[config.mk]
export PLATFORM = sky130hd
export DESIGN_NAME = relocation_field_patcher
export DESIGN_NICKNAME = d
export VERILOG_FILES = /design/src/rtl/rfp_pkg.sv /design/src/rtl/relocation_field_patcher.sv /design/src/rtl/rfp_operand.sv /design/src/rtl/rfp_combine.sv /design/src/rtl/rfp_patch.sv
export SDC_FILE = /design/constraint.sdc
export NUM_CORES = 1
export LEC_CHECK = 0
export ABC_AREA = 1
export BUFFER_PORTS_ARGS = -buffer_cell sky130_fd_sc_hd__buf_2
export CAP_MARGIN = 20
export CORE_MARGIN = 10
export CORE_UTILIZATION = 30
export DETAILED_ROUTE_END_ITERATION = 10
export GPL_ROUTABILITY_DRIVEN = 1
export PLACE_DENSITY = 0.5
export SKIP_LAST_GASP = 1
export SLEW_MARGIN = 20
export SYNTH_ARGS = -nofsm -noshare
export SYNTH_HDL_FRONTEND = slang
export SYNTH_HIERARCHICAL = 1
export SYNTH_SLANG_ARGS = --single-unit
[constraint.sdc]
create_clock -name clk -period 14.39 [get_ports clk]
set_clock_uncertainty 0.2 [all_clocks]
set_input_delay 4.317 -clock clk [delete_from_list [all_inputs] [get_ports clk]]
set_output_delay 4.317 -clock clk [all_outputs]
set_load 0.03 [all_outputs]
[src/rtl/rfp_pkg.sv]
package rfp_pkg;

  localparam int S_TDATA_W = 192;
  localparam int S_TUSER_W = 5;
  localparam int M_TDATA_W = 72;

  localparam logic [4:0] T_NONE        = 5'd0;
  localparam logic [4:0] T_ABS64       = 5'd1;
  localparam logic [4:0] T_ABS32       = 5'd2;
  localparam logic [4:0] T_ABS24       = 5'd3;
  localparam logic [4:0] T_PC32        = 5'd4;
  localparam logic [4:0] T_ABS32_NB    = 5'd5;
  localparam logic [4:0] T_ARM32       = 5'd6;
  localparam logic [4:0] T_ARM_PC26    = 5'd7;
  localparam logic [4:0] T_ARM_MOV32   = 5'd8;
  localparam logic [4:0] T_THUMB_MOV32 = 5'd9;
  localparam logic [4:0] T_THUMB_BR20  = 5'd10;
  localparam logic [4:0] T_THUMB_BLX23 = 5'd11;
  localparam logic [4:0] T_ADRP        = 5'd12;
  localparam logic [4:0] T_ADD_LO12    = 5'd13;
  localparam logic [4:0] T_LDST8_LO12  = 5'd14;
  localparam logic [4:0] T_LDST16_LO12 = 5'd15;
  localparam logic [4:0] T_LDST32_LO12 = 5'd16;
  localparam logic [4:0] T_LDST64_LO12 = 5'd17;
  localparam logic [4:0] T_LDST128_LO12 = 5'd18;
  localparam logic [4:0] T_JUMP26      = 5'd19;
  localparam logic [4:0] T_CALL26      = 5'd20;

  localparam logic [2:0] CNT_NONE  = 3'd0;
  localparam logic [2:0] CNT_THREE = 3'd3;
  localparam logic [2:0] CNT_FOUR  = 3'd4;

  localparam logic       CFG_IMAGE_BASE = 1'b0;
  localparam logic       CFG_MSB_FIRST  = 1'b1;

  localparam logic [31:0] ADRP_MASK = 32'h60ffffe0;
  localparam logic [31:0] PAGE_MASK = ~32'hfff;

  typedef struct packed {
    logic [4:0]  rtype;
    logic [31:0] wlo;
    logic [31:0] whi;
    logic [31:0] addend;
    logic [31:0] sym_abs;
    logic [31:0] sym_rel;
    logic [31:0] place;
  } req_t;

  typedef struct packed {
    logic [4:0]  rtype;
    logic [31:0] wlo;
    logic [31:0] whi;
    logic [31:0] base;
    logic [31:0] opa;
    logic [31:0] opb;
  } s1_t;

  typedef struct packed {
    logic [4:0]  rtype;
    logic [31:0] wlo;
    logic [31:0] whi;
    logic [31:0] r;
  } s2_t;

  typedef struct packed {
    logic [31:0] nlo;
    logic [31:0] nhi;
    logic [2:0]  cnt;
    logic        hiw;
  } res_t;

  function automatic logic [31:0] swap32(input logic [31:0] x);
    return {x[7:0], x[15:8], x[23:16], x[31:24]};
  endfunction

  function automatic logic [15:0] arm_mov_get(input logic [31:0] w);
    return {w[19:16], w[11:0]};
  endfunction

  function automatic logic [31:0] arm_mov_put(input logic [31:0] w, input logic [15:0] v);
    return {w[31:20], v[15:12], w[15:12], v[11:0]};
  endfunction

  function automatic logic [15:0] thumb_mov_get(input logic [31:0] w);
    return {w[3:0], w[10], w[30:28], w[23:16]};
  endfunction

  function automatic logic [31:0] thumb_mov_put(input logic [31:0] w, input logic [15:0] v);
    return {w[31], v[10:8], w[27:24], v[7:0], w[15:11], v[11], w[9:4], v[15:12]};
  endfunction

  // AArch64 field descriptors, indexed from ADD_LO12
  function automatic logic [31:0] a64_mask(input logic [2:0] idx);
    logic [31:0] m;
    unique case (idx)
      3'd0, 3'd1: m = 32'h003ffc00;
      3'd2:       m = 32'h001ffc00;
      3'd3:       m = 32'h000ffc00;
      3'd4:       m = 32'h0007fc00;
      3'd5:       m = 32'h0003fc00;
      default:    m = 32'h03ffffff;
    endcase
    return m;
  endfunction

  function automatic logic a64_pcrel(input logic [2:0] idx);
    return idx[2] & idx[1];
  endfunction

  function automatic logic [31:0] a64_value(input logic [2:0] idx, input logic [31:0] r);
    logic [31:0] v;
    unique case (idx)
      3'd0, 3'd1: v = {r[21:0], 10'd0};
      3'd2:       v = {r[22:1], 10'd0};
      3'd3:       v = {r[23:2], 10'd0};
      3'd4:       v = {r[24:3], 10'd0};
      3'd5:       v = {r[25:4], 10'd0};
      default:    v = {2'd0, r[31:2]};
    endcase
    return v;
  endfunction

endpackage

[src/rtl/relocation_field_patcher.sv]
// Three register stages (operand decode, add, field insert); an accepted beat is
// registered through them in that order before it shows on m_tvalid.
// Throughput: one relocation per cycle while m_tready is high; a stalled output
// backs up stage by stage and then holds s_tready low.
// Reset (rst, synchronous): clears all stage valid bits; image_base and
// target_msb_first go to zero.
module relocation_field_patcher (
  input  logic                           clk,
  input  logic                           rst,
  input  logic                           s_tvalid,
  output logic                           s_tready,
  // word_lo, word_hi, addend, sym_value_abs, sym_value_rel, place_rva
  input  logic [rfp_pkg::S_TDATA_W-1:0]  s_tdata,
  // req_type
  input  logic [rfp_pkg::S_TUSER_W-1:0]  s_tuser,
  output logic                           m_tvalid,
  input  logic                           m_tready,
  // new_word_lo, new_word_hi, lo_byte_count, hi_written, zero pad
  output logic [rfp_pkg::M_TDATA_W-1:0]  m_tdata,
  input  logic                           cfg_valid,
  output logic                           cfg_ready,
  input  logic                           cfg_index,
  input  logic [31:0]                    cfg_data
);
  import rfp_pkg::*;

  logic [31:0] image_base;
  logic        target_msb_first;
  req_t        req;
  s1_t         s1_data;
  s2_t         s2_data;
  res_t        res;
  logic        s1_valid;
  logic        s1_ready;
  logic        s2_valid;
  logic        s2_ready;

  assign cfg_ready = 1'b1;

  always_ff @(posedge clk) begin
    if (rst) begin
      image_base       <= '0;
      target_msb_first <= 1'b0;
    end else if (cfg_valid && cfg_ready) begin
      unique case (cfg_index)
        CFG_IMAGE_BASE: image_base       <= cfg_data;
        CFG_MSB_FIRST:  target_msb_first <= cfg_data[0];
        default: begin
        end
      endcase
    end
  end

  assign req.rtype   = s_tuser;
  assign req.wlo     = s_tdata[31:0];
  assign req.whi     = s_tdata[63:32];
  assign req.addend  = s_tdata[95:64];
  assign req.sym_abs = s_tdata[127:96];
  assign req.sym_rel = s_tdata[159:128];
  assign req.place   = s_tdata[191:160];

  rfp_operand u_operand (
    .clk        (clk),
    .rst        (rst),
    .in_valid   (s_tvalid),
    .in_ready   (s_tready),
    .in_data    (req),
    .image_base (image_base),
    .msb_first  (target_msb_first),
    .out_valid  (s1_valid),
    .out_ready  (s1_ready),
    .out_data   (s1_data)
  );

  rfp_combine u_combine (
    .clk       (clk),
    .rst       (rst),
    .in_valid  (s1_valid),
    .in_ready  (s1_ready),
    .in_data   (s1_data),
    .out_valid (s2_valid),
    .out_ready (s2_ready),
    .out_data  (s2_data)
  );

  rfp_patch u_patch (
    .clk        (clk),
    .rst        (rst),
    .in_valid   (s2_valid),
    .in_ready   (s2_ready),
    .in_data    (s2_data),
    .msb_first  (target_msb_first),
    .out_valid  (m_tvalid),
    .out_ready  (m_tready),
    .out_data   (res)
  );

  assign m_tdata = {4'd0, res.hiw, res.cnt, res.nhi, res.nlo};

endmodule

[src/rtl/rfp_operand.sv]
module rfp_operand (
  input  logic          clk,
  input  logic          rst,
  input  logic          in_valid,
  output logic          in_ready,
  input  rfp_pkg::req_t in_data,
  input  logic [31:0]   image_base,
  input  logic          msb_first,
  output logic          out_valid,
  input  logic          out_ready,
  output rfp_pkg::s1_t  out_data
);
  import rfp_pkg::*;

  s1_t         s1_next;
  logic [31:0] implicit_val;
  logic [31:0] add_srel;
  logic [31:0] add_sabs;
  logic [31:0] place4;
  logic [31:0] base_place;
  logic [2:0]  a64_idx;
  logic [4:0]  a64_diff;

  assign in_ready   = !out_valid || out_ready;
  assign add_srel   = in_data.addend + in_data.sym_rel;
  assign add_sabs   = in_data.addend + in_data.sym_abs;
  assign place4     = in_data.place + 32'd4;
  assign base_place = image_base + in_data.place;
  assign a64_diff   = in_data.rtype - T_ADD_LO12;
  assign a64_idx    = a64_diff[2:0];

  always_comb begin
    logic [31:0] w;
    w = in_data.wlo;
    if (in_data.rtype == T_ABS24) begin
      implicit_val = msb_first ? {8'd0, w[7:0], w[15:8], w[23:16]} : {8'd0, w[23:0]};
    end else begin
      implicit_val = msb_first ? swap32(w) : w;
    end
  end

  always_comb begin
    s1_next.rtype = in_data.rtype;
    s1_next.wlo   = in_data.wlo;
    s1_next.whi   = in_data.whi;
    s1_next.base  = '0;
    s1_next.opa   = '0;
    s1_next.opb   = '0;
    unique case (in_data.rtype)
      T_ABS64, T_ABS32, T_ABS24, T_PC32, T_ABS32_NB, T_ARM32: begin
        s1_next.base = (in_data.addend != '0) ? in_data.addend : implicit_val;
        s1_next.opa  = (in_data.rtype == T_PC32 || in_data.rtype == T_ABS32_NB)
                       ? in_data.sym_rel : in_data.sym_abs;
        s1_next.opb  = (in_data.rtype == T_PC32) ? place4 : '0;
      end
      T_ARM_PC26: begin
        s1_next.base = {{6{in_data.wlo[23]}}, in_data.wlo[23:0], 2'b00};
        s1_next.opa  = add_srel;
        s1_next.opb  = in_data.place;
      end
      T_ARM_MOV32: begin
        s1_next.base = {arm_mov_get(in_data.whi), arm_mov_get(in_data.wlo)};
        s1_next.opa  = add_sabs;
      end
      T_THUMB_MOV32: begin
        s1_next.base = {thumb_mov_get(in_data.whi), thumb_mov_get(in_data.wlo)};
        s1_next.opa  = add_sabs;
      end
      T_THUMB_BR20: begin
        s1_next.base = {{11{in_data.wlo[10]}}, in_data.wlo[10], in_data.wlo[27],
                        in_data.wlo[29], in_data.wlo[5:0], in_data.wlo[26:16], 1'b0};
        s1_next.opa  = add_srel;
        s1_next.opb  = place4;
      end
      T_THUMB_BLX23: begin
        s1_next.base = {{9{in_data.wlo[10]}}, in_data.wlo[10:0], in_data.wlo[26:16], 1'b0};
        s1_next.opa  = add_srel;
        s1_next.opb  = place4;
      end
      T_ADRP: begin
        s1_next.opa = add_sabs & PAGE_MASK;
        s1_next.opb = base_place & PAGE_MASK;
      end
      T_ADD_LO12, T_LDST8_LO12, T_LDST16_LO12, T_LDST32_LO12, T_LDST64_LO12,
      T_LDST128_LO12, T_JUMP26, T_CALL26: begin
        s1_next.opa = add_sabs;
        s1_next.opb = a64_pcrel(a64_idx) ? base_place : '0;
      end
      default: begin
      end
    endcase
  end

  always_ff @(posedge clk) begin
    if (rst) begin
      out_valid <= 1'b0;
    end else if (in_ready) begin
      out_valid <= in_valid;
    end
    if (in_valid && in_ready) begin
      out_data <= s1_next;
    end
  end

endmodule

[src/rtl/rfp_combine.sv]
module rfp_combine (
  input  logic         clk,
  input  logic         rst,
  input  logic         in_valid,
  output logic         in_ready,
  input  rfp_pkg::s1_t in_data,
  output logic         out_valid,
  input  logic         out_ready,
  output rfp_pkg::s2_t out_data
);
  import rfp_pkg::*;

  s2_t s2_next;

  assign in_ready = !out_valid || out_ready;

  always_comb begin
    s2_next.rtype = in_data.rtype;
    s2_next.wlo   = in_data.wlo;
    s2_next.whi   = in_data.whi;
    s2_next.r     = in_data.base + in_data.opa - in_data.opb;
  end

  always_ff @(posedge clk) begin
    if (rst) begin
      out_valid <= 1'b0;
    end else if (in_ready) begin
      out_valid <= in_valid;
    end
    if (in_valid && in_ready) begin
      out_data <= s2_next;
    end
  end

endmodule

[src/rtl/rfp_patch.sv]
module rfp_patch (
  input  logic          clk,
  input  logic          rst,
  input  logic          in_valid,
  output logic          in_ready,
  input  rfp_pkg::s2_t  in_data,
  input  logic          msb_first,
  output logic          out_valid,
  input  logic          out_ready,
  output rfp_pkg::res_t out_data
);
  import rfp_pkg::*;

  res_t        res_next;
  logic [31:0] r;
  logic [31:0] w;
  logic [31:0] merge_mask;
  logic [31:0] merge_val;
  logic [31:0] merged;
  logic [4:0]  a64_diff;
  logic [2:0]  a64_idx;

  assign in_ready = !out_valid || out_ready;
  assign r        = in_data.r;
  assign w        = in_data.wlo;
  assign a64_diff = in_data.rtype - T_ADD_LO12;
  assign a64_idx  = a64_diff[2:0];

  always_comb begin
    if (in_data.rtype == T_ADRP) begin
      merge_mask = ADRP_MASK;
      merge_val  = {1'b0, r[13:12], 6'd0, r[31:14], 2'b00, r[11:9]};
    end else begin
      merge_mask = a64_mask(a64_idx);
      merge_val  = a64_value(a64_idx, r);
    end
    merged = (w & ~merge_mask) | (((w & merge_mask) + merge_val) & merge_mask);
  end

  always_comb begin
    res_next.nlo = w;
    res_next.nhi = in_data.whi;
    res_next.cnt = CNT_NONE;
    res_next.hiw = 1'b0;
    unique case (in_data.rtype)
      T_ABS24: begin
        res_next.nlo = msb_first ? {w[31:24], r[7:0], r[15:8], r[23:16]} : {w[31:24], r[23:0]};
        res_next.cnt = CNT_THREE;
      end
      T_ABS64, T_ABS32, T_PC32, T_ABS32_NB, T_ARM32: begin
        res_next.nlo = msb_first ? swap32(r) : r;
        res_next.cnt = CNT_FOUR;
      end
      T_ARM_PC26: begin
        res_next.nlo = {w[31:24], r[25:2]};
        res_next.cnt = CNT_THREE;
      end
      T_ARM_MOV32: begin
        res_next.nlo = arm_mov_put(w, r[15:0]);
        res_next.nhi = arm_mov_put(in_data.whi, r[31:16]);
        res_next.cnt = CNT_FOUR;
        res_next.hiw = 1'b1;
      end
      T_THUMB_MOV32: begin
        res_next.nlo = thumb_mov_put(w, r[15:0]);
        res_next.nhi = thumb_mov_put(in_data.whi, r[31:16]);
        res_next.cnt = CNT_FOUR;
        res_next.hiw = 1'b1;
      end
      T_THUMB_BR20: begin
        res_next.nlo = {w[31:30], r[18], w[28], r[19], r[11:1], w[15:11], r[20],
                        w[9:6], r[17:12]};
        res_next.cnt = CNT_FOUR;
      end
      T_THUMB_BLX23: begin
        res_next.nlo = {w[31:27], r[11:1], w[15:11], r[22:12]};
        res_next.cnt = CNT_FOUR;
      end
      T_ADRP, T_ADD_LO12, T_LDST8_LO12, T_LDST16_LO12, T_LDST32_LO12, T_LDST64_LO12,
      T_LDST128_LO12, T_JUMP26, T_CALL26: begin
        res_next.nlo = merged;
        res_next.cnt = CNT_FOUR;
      end
      default: begin
      end
    endcase
  end

  always_ff @(posedge clk) begin
    if (rst) begin
      out_valid <= 1'b0;
    end else if (in_ready) begin
      out_valid <= in_valid;
    end
    if (in_valid && in_ready) begin
      out_data <= res_next;
    end
  end

endmodule

==> summary.md <==
| Metric | Value |
|---|---|
| Outcome | finished, final reports clean |
| Height of the die | between 300 and 400 um |
| CTS tree | built |
| Cells after DPL | between 6000 and 7000 |
| Post-Synth XOR/XNOR Area | 0.0143 |
| Adder-cell share of the synthesized area | 0.0856 |
| Final RePlAce weighted congestion | about 1.0 |
| Gr usage total | 0.223 |
| Final period util | 0.671 |
| CP startpoint | m_tready |
| Leading area contributor after synthesis | edfxtp_1 |
| CTS Buffer Depth | 3 |
| Critical path launch point type | input port |
| Top-area cell type share of the netlist area | 0.320 |
| DR iter-0 viols | between 2000 and 3000 |
| Hold WC Path Type | register to register |
| Min Clock Period, post-route | just under 10 ns |
| First-pass GRT wire length | ~200 mm |
| Top post-synthesis cells by area | edfxtp_1 (32%), nand2_1 (16%), inv_1 (9.5%) |
| Max-cap viol count | 0 |
| R2R Setup Slk | ~9.0 ns |
| Layout Cells excl Fill | a little over 6000 |
| Fin. max-slew vios | 0 |
| Core Region | 103000 sq um |
| Total power | between 3 and 4 mW |
| Initial Util | 0.302 |
| Clk Tree Root Cell | clkbuf_16 |
| Main synth FF type | edfxtp_1 |
| Largest net degree at the start of global routing | 77 |
| Routed WL | 136 mm |
| # port buffers | approximately 300 |
| Syn Std Cell Area | 31300 sq um |
| Clk pin slew, worst setup/hold paths | about 0.06 ns |
| Post-CTS sizing | 0 |
| Final Hold Fails | 0 |
| Dpl hpwl | ~110 mm |
| Hold slack | ~0.20 ns |
| Number of distinct library cells after synthesis | between 60 and 70 |
| Post-synthesis sequential area ratio | 0.343 |
| DR pass1 iterations | 6 |
| Clock Latency Late Sink | about 0.64 ns |
| Main combinational cell family by area after synthesis | simple AND/OR/NAND/NOR gates |
| Critical Path End Type | output port |
| Die Wd | approximately 340 um |
| Nets@finish | 5156 |
| Post-CTS Setup Bufs | 0 |
| P&R area growth vs syn | 14.2% |
| Leak | approximately 17 nW |
| Crit Path Max Fanout | 2 |
| WP data arrival | 5.14 ns |
| Vias in the first global route | between 30000 and 40000 |
| Compound-Gate Fraction of Synth Area | 0.132 |
| Crit path required time | 9.87 ns |
| Worst slack, placed | approximately 4.7 ns |
| Maximum clock rate | 104 MHz |
| Setup TNS | 0 ns |
| Final core occ | 0.345 |
| RSZ-0062 raised after global routing | false |
| CTS Hold Bufs | 0 |
| Drt wl/cell | approximately 22 um |
| Max VDD drop | between 0.00008 and 0.00009 V |
| Share of layout cells above drive strength 1 | 0.117 |
| Syn. warnings | 6 |
| Post-DP Area | between 30000 and 40000 sq um |
| Critical path type | input port to output port |
| Initial antenna violation count | 22 |
| Worst r2r src | u_combine/out_data[97] |
| Antenna Nets Post-Route | 0 |
| Vias/cell | just over 5 |
| Finish-stage setup viols | 0 |
| IO Pins | 310 |
| Post-Layout Inst Area | 35700 sq um |
| # DRC | 0 |
| Routed via count | 31300 |
| Cell Rows | ~120 |
| Fillers | ~11000 |
| Post-synth ARST share | 0 |
| Simple-gate share of the synthesized area | 0.302 |
| H-Tree Level Count | 2 |
| Share of synthesized area spent on multiplexers | 0.00612 |
| GRT Residual Overflow | 0 |
| Num CTS Buffers | 47 |
| Synth Area per Inst | between 7 and 8 sq um |
| Synth Instances | about 4500 |
| Post-synth EDFFs | approximately 330 |
| Min setup slack post-route | 4.73 ns |
| Full die area | around 120000 sq um |
| Worst-Margin Slew | about 1.1 ns |
| HP Start | u_operand/out_data[102] |
| CTS sink cnt | between 300 and 400 |
| Slew HR | 0.297 |
| Power per cell area | 110 nW/um^2 |
| Post-synthesis register bit count | roughly 370 |
-- layer usage --
layer	vias to the layer above	wire length, um	global-route usage
li1	15200	-	-
met1	14500	57800	0.288
met2	1279	62800	0.365
met3	299	9640	0.0414
met4	36	5890	0.0909
met5	-	236	0
-- power breakdown --
part           internal [mW]  switching [mW]
clock network          0.699           0.512
registers               1.29          0.0983
logic                  0.407           0.929
total                   2.39            1.54
-- critical path, cell delays in order --
cell     delay [ns]
buf_2          0.09
inv_1          0.10
nand2_1        0.08
inv_1          0.11
nand2_1        0.08
inv_1          0.11
nand2_1        0.08
buf_2          0.18
-- state kept, by name, summed over array words and instances (netlist names) --
register and count:
u_combine/out_valid 1, u_patch/out_valid 1, u_patch/out_data 67, u_operand/out_valid 1, u_combine/out_data 101, image_base 32
target_msb_first 1, u_operand/out_data 165
-- final cells by class --
cell class	instances	area [sq um]	area share
inverters	822	3090	0.0865
flip-flops and latches	369	10700	0.300
repair buffers	318	1630	0.0455
clock inverters	36	387	0.0108
clock buffers	50	1190	0.0333
diodes	3	7.51	0.000210
multi-input cells	3170	17000	0.475
well taps	1380	1730	0.0484
-- final timing paths --
kind / cells past startpoint / end
min: 0 / u_combine/out_data[38]
max reg2reg: 17 / u_patch/out_data[53]
min reg2reg: 0 / u_combine/out_data[38]
max: 8 / s_tready
-- placed cells by master (no fill, tap or decap), types with 14 or more instances in the layout --
master,Yosys,routed
o2111ai_1,16,16
xor2_1,30,30
nand2_1,1293,1291
o22ai_1,72,72
dfxtp_1,36,35
nand3b_1,16,16
ha_1,158,158
buf_2,40,304
xnor2_1,21,21
buf_4,17,14
a221oi_1,22,22
o21bai_1,20,20
or2_2,26,26
inv_2,27,27
o211ai_1,74,74
nor2_2,30,28
mux2_2,17,17
nor3_1,55,55
nand4_1,42,42
a21oi_1,192,189
fa_1,35,35
edfxtp_1,333,333
clkbuf_16,0,47
nand3_1,302,302
nor2_1,401,401
a22oi_1,21,21
nand2_2,22,24
o221ai_1,26,26
inv_1,792,792
o21ai_0,171,171
-- cells in the mapped netlist (3+ instances only) --
master / instances
nand3_1: 302
buf_2: 40
a221oi_1: 22
nor2_2: 30
o2111ai_1: 16
or2_2: 26
and2_1: 5
fa_1: 35
inv_1: 792
nor3b_1: 3
buf_4: 17
nor4_1: 9
xor2_1: 30
o21ai_1: 10
nand2_1: 1293
nor2_4: 10
nor2_8: 3
o211ai_1: 74
ha_1: 158
o22ai_1: 72
inv_2: 27
o31ai_1: 6
clkbuf_1: 39
buf_6: 7
mux2_2: 17
dfxtp_1: 36
o21ai_0: 171
nand4_1: 42
nand2_4: 3
a211oi_1: 10
o221ai_1: 26
xnor2_1: 21
a2111oi_0: 6
nand3_2: 7
a22oi_1: 21
nor3_1: 55
nand2_2: 22
edfxtp_1: 333
o21bai_1: 20
a21oi_1: 192
nand3b_1: 16
nor2_1: 401
a21o_1: 8
-- logic make-up (layout without fill, tap and decap cells) --
group | Yosys count | after routing
buffers and inverters | 928 | 1226
DFF | 369 | 369
and+or+nand+nor | 2232 | 2232
other | 2 | 8
AOI/OAI and AO/OA | 672 | 672
adders and majority gates | 193 | 193
xor gates and xnor gates | 51 | 51
muxes | 17 | 17
(Power assumes the default switching activity.)
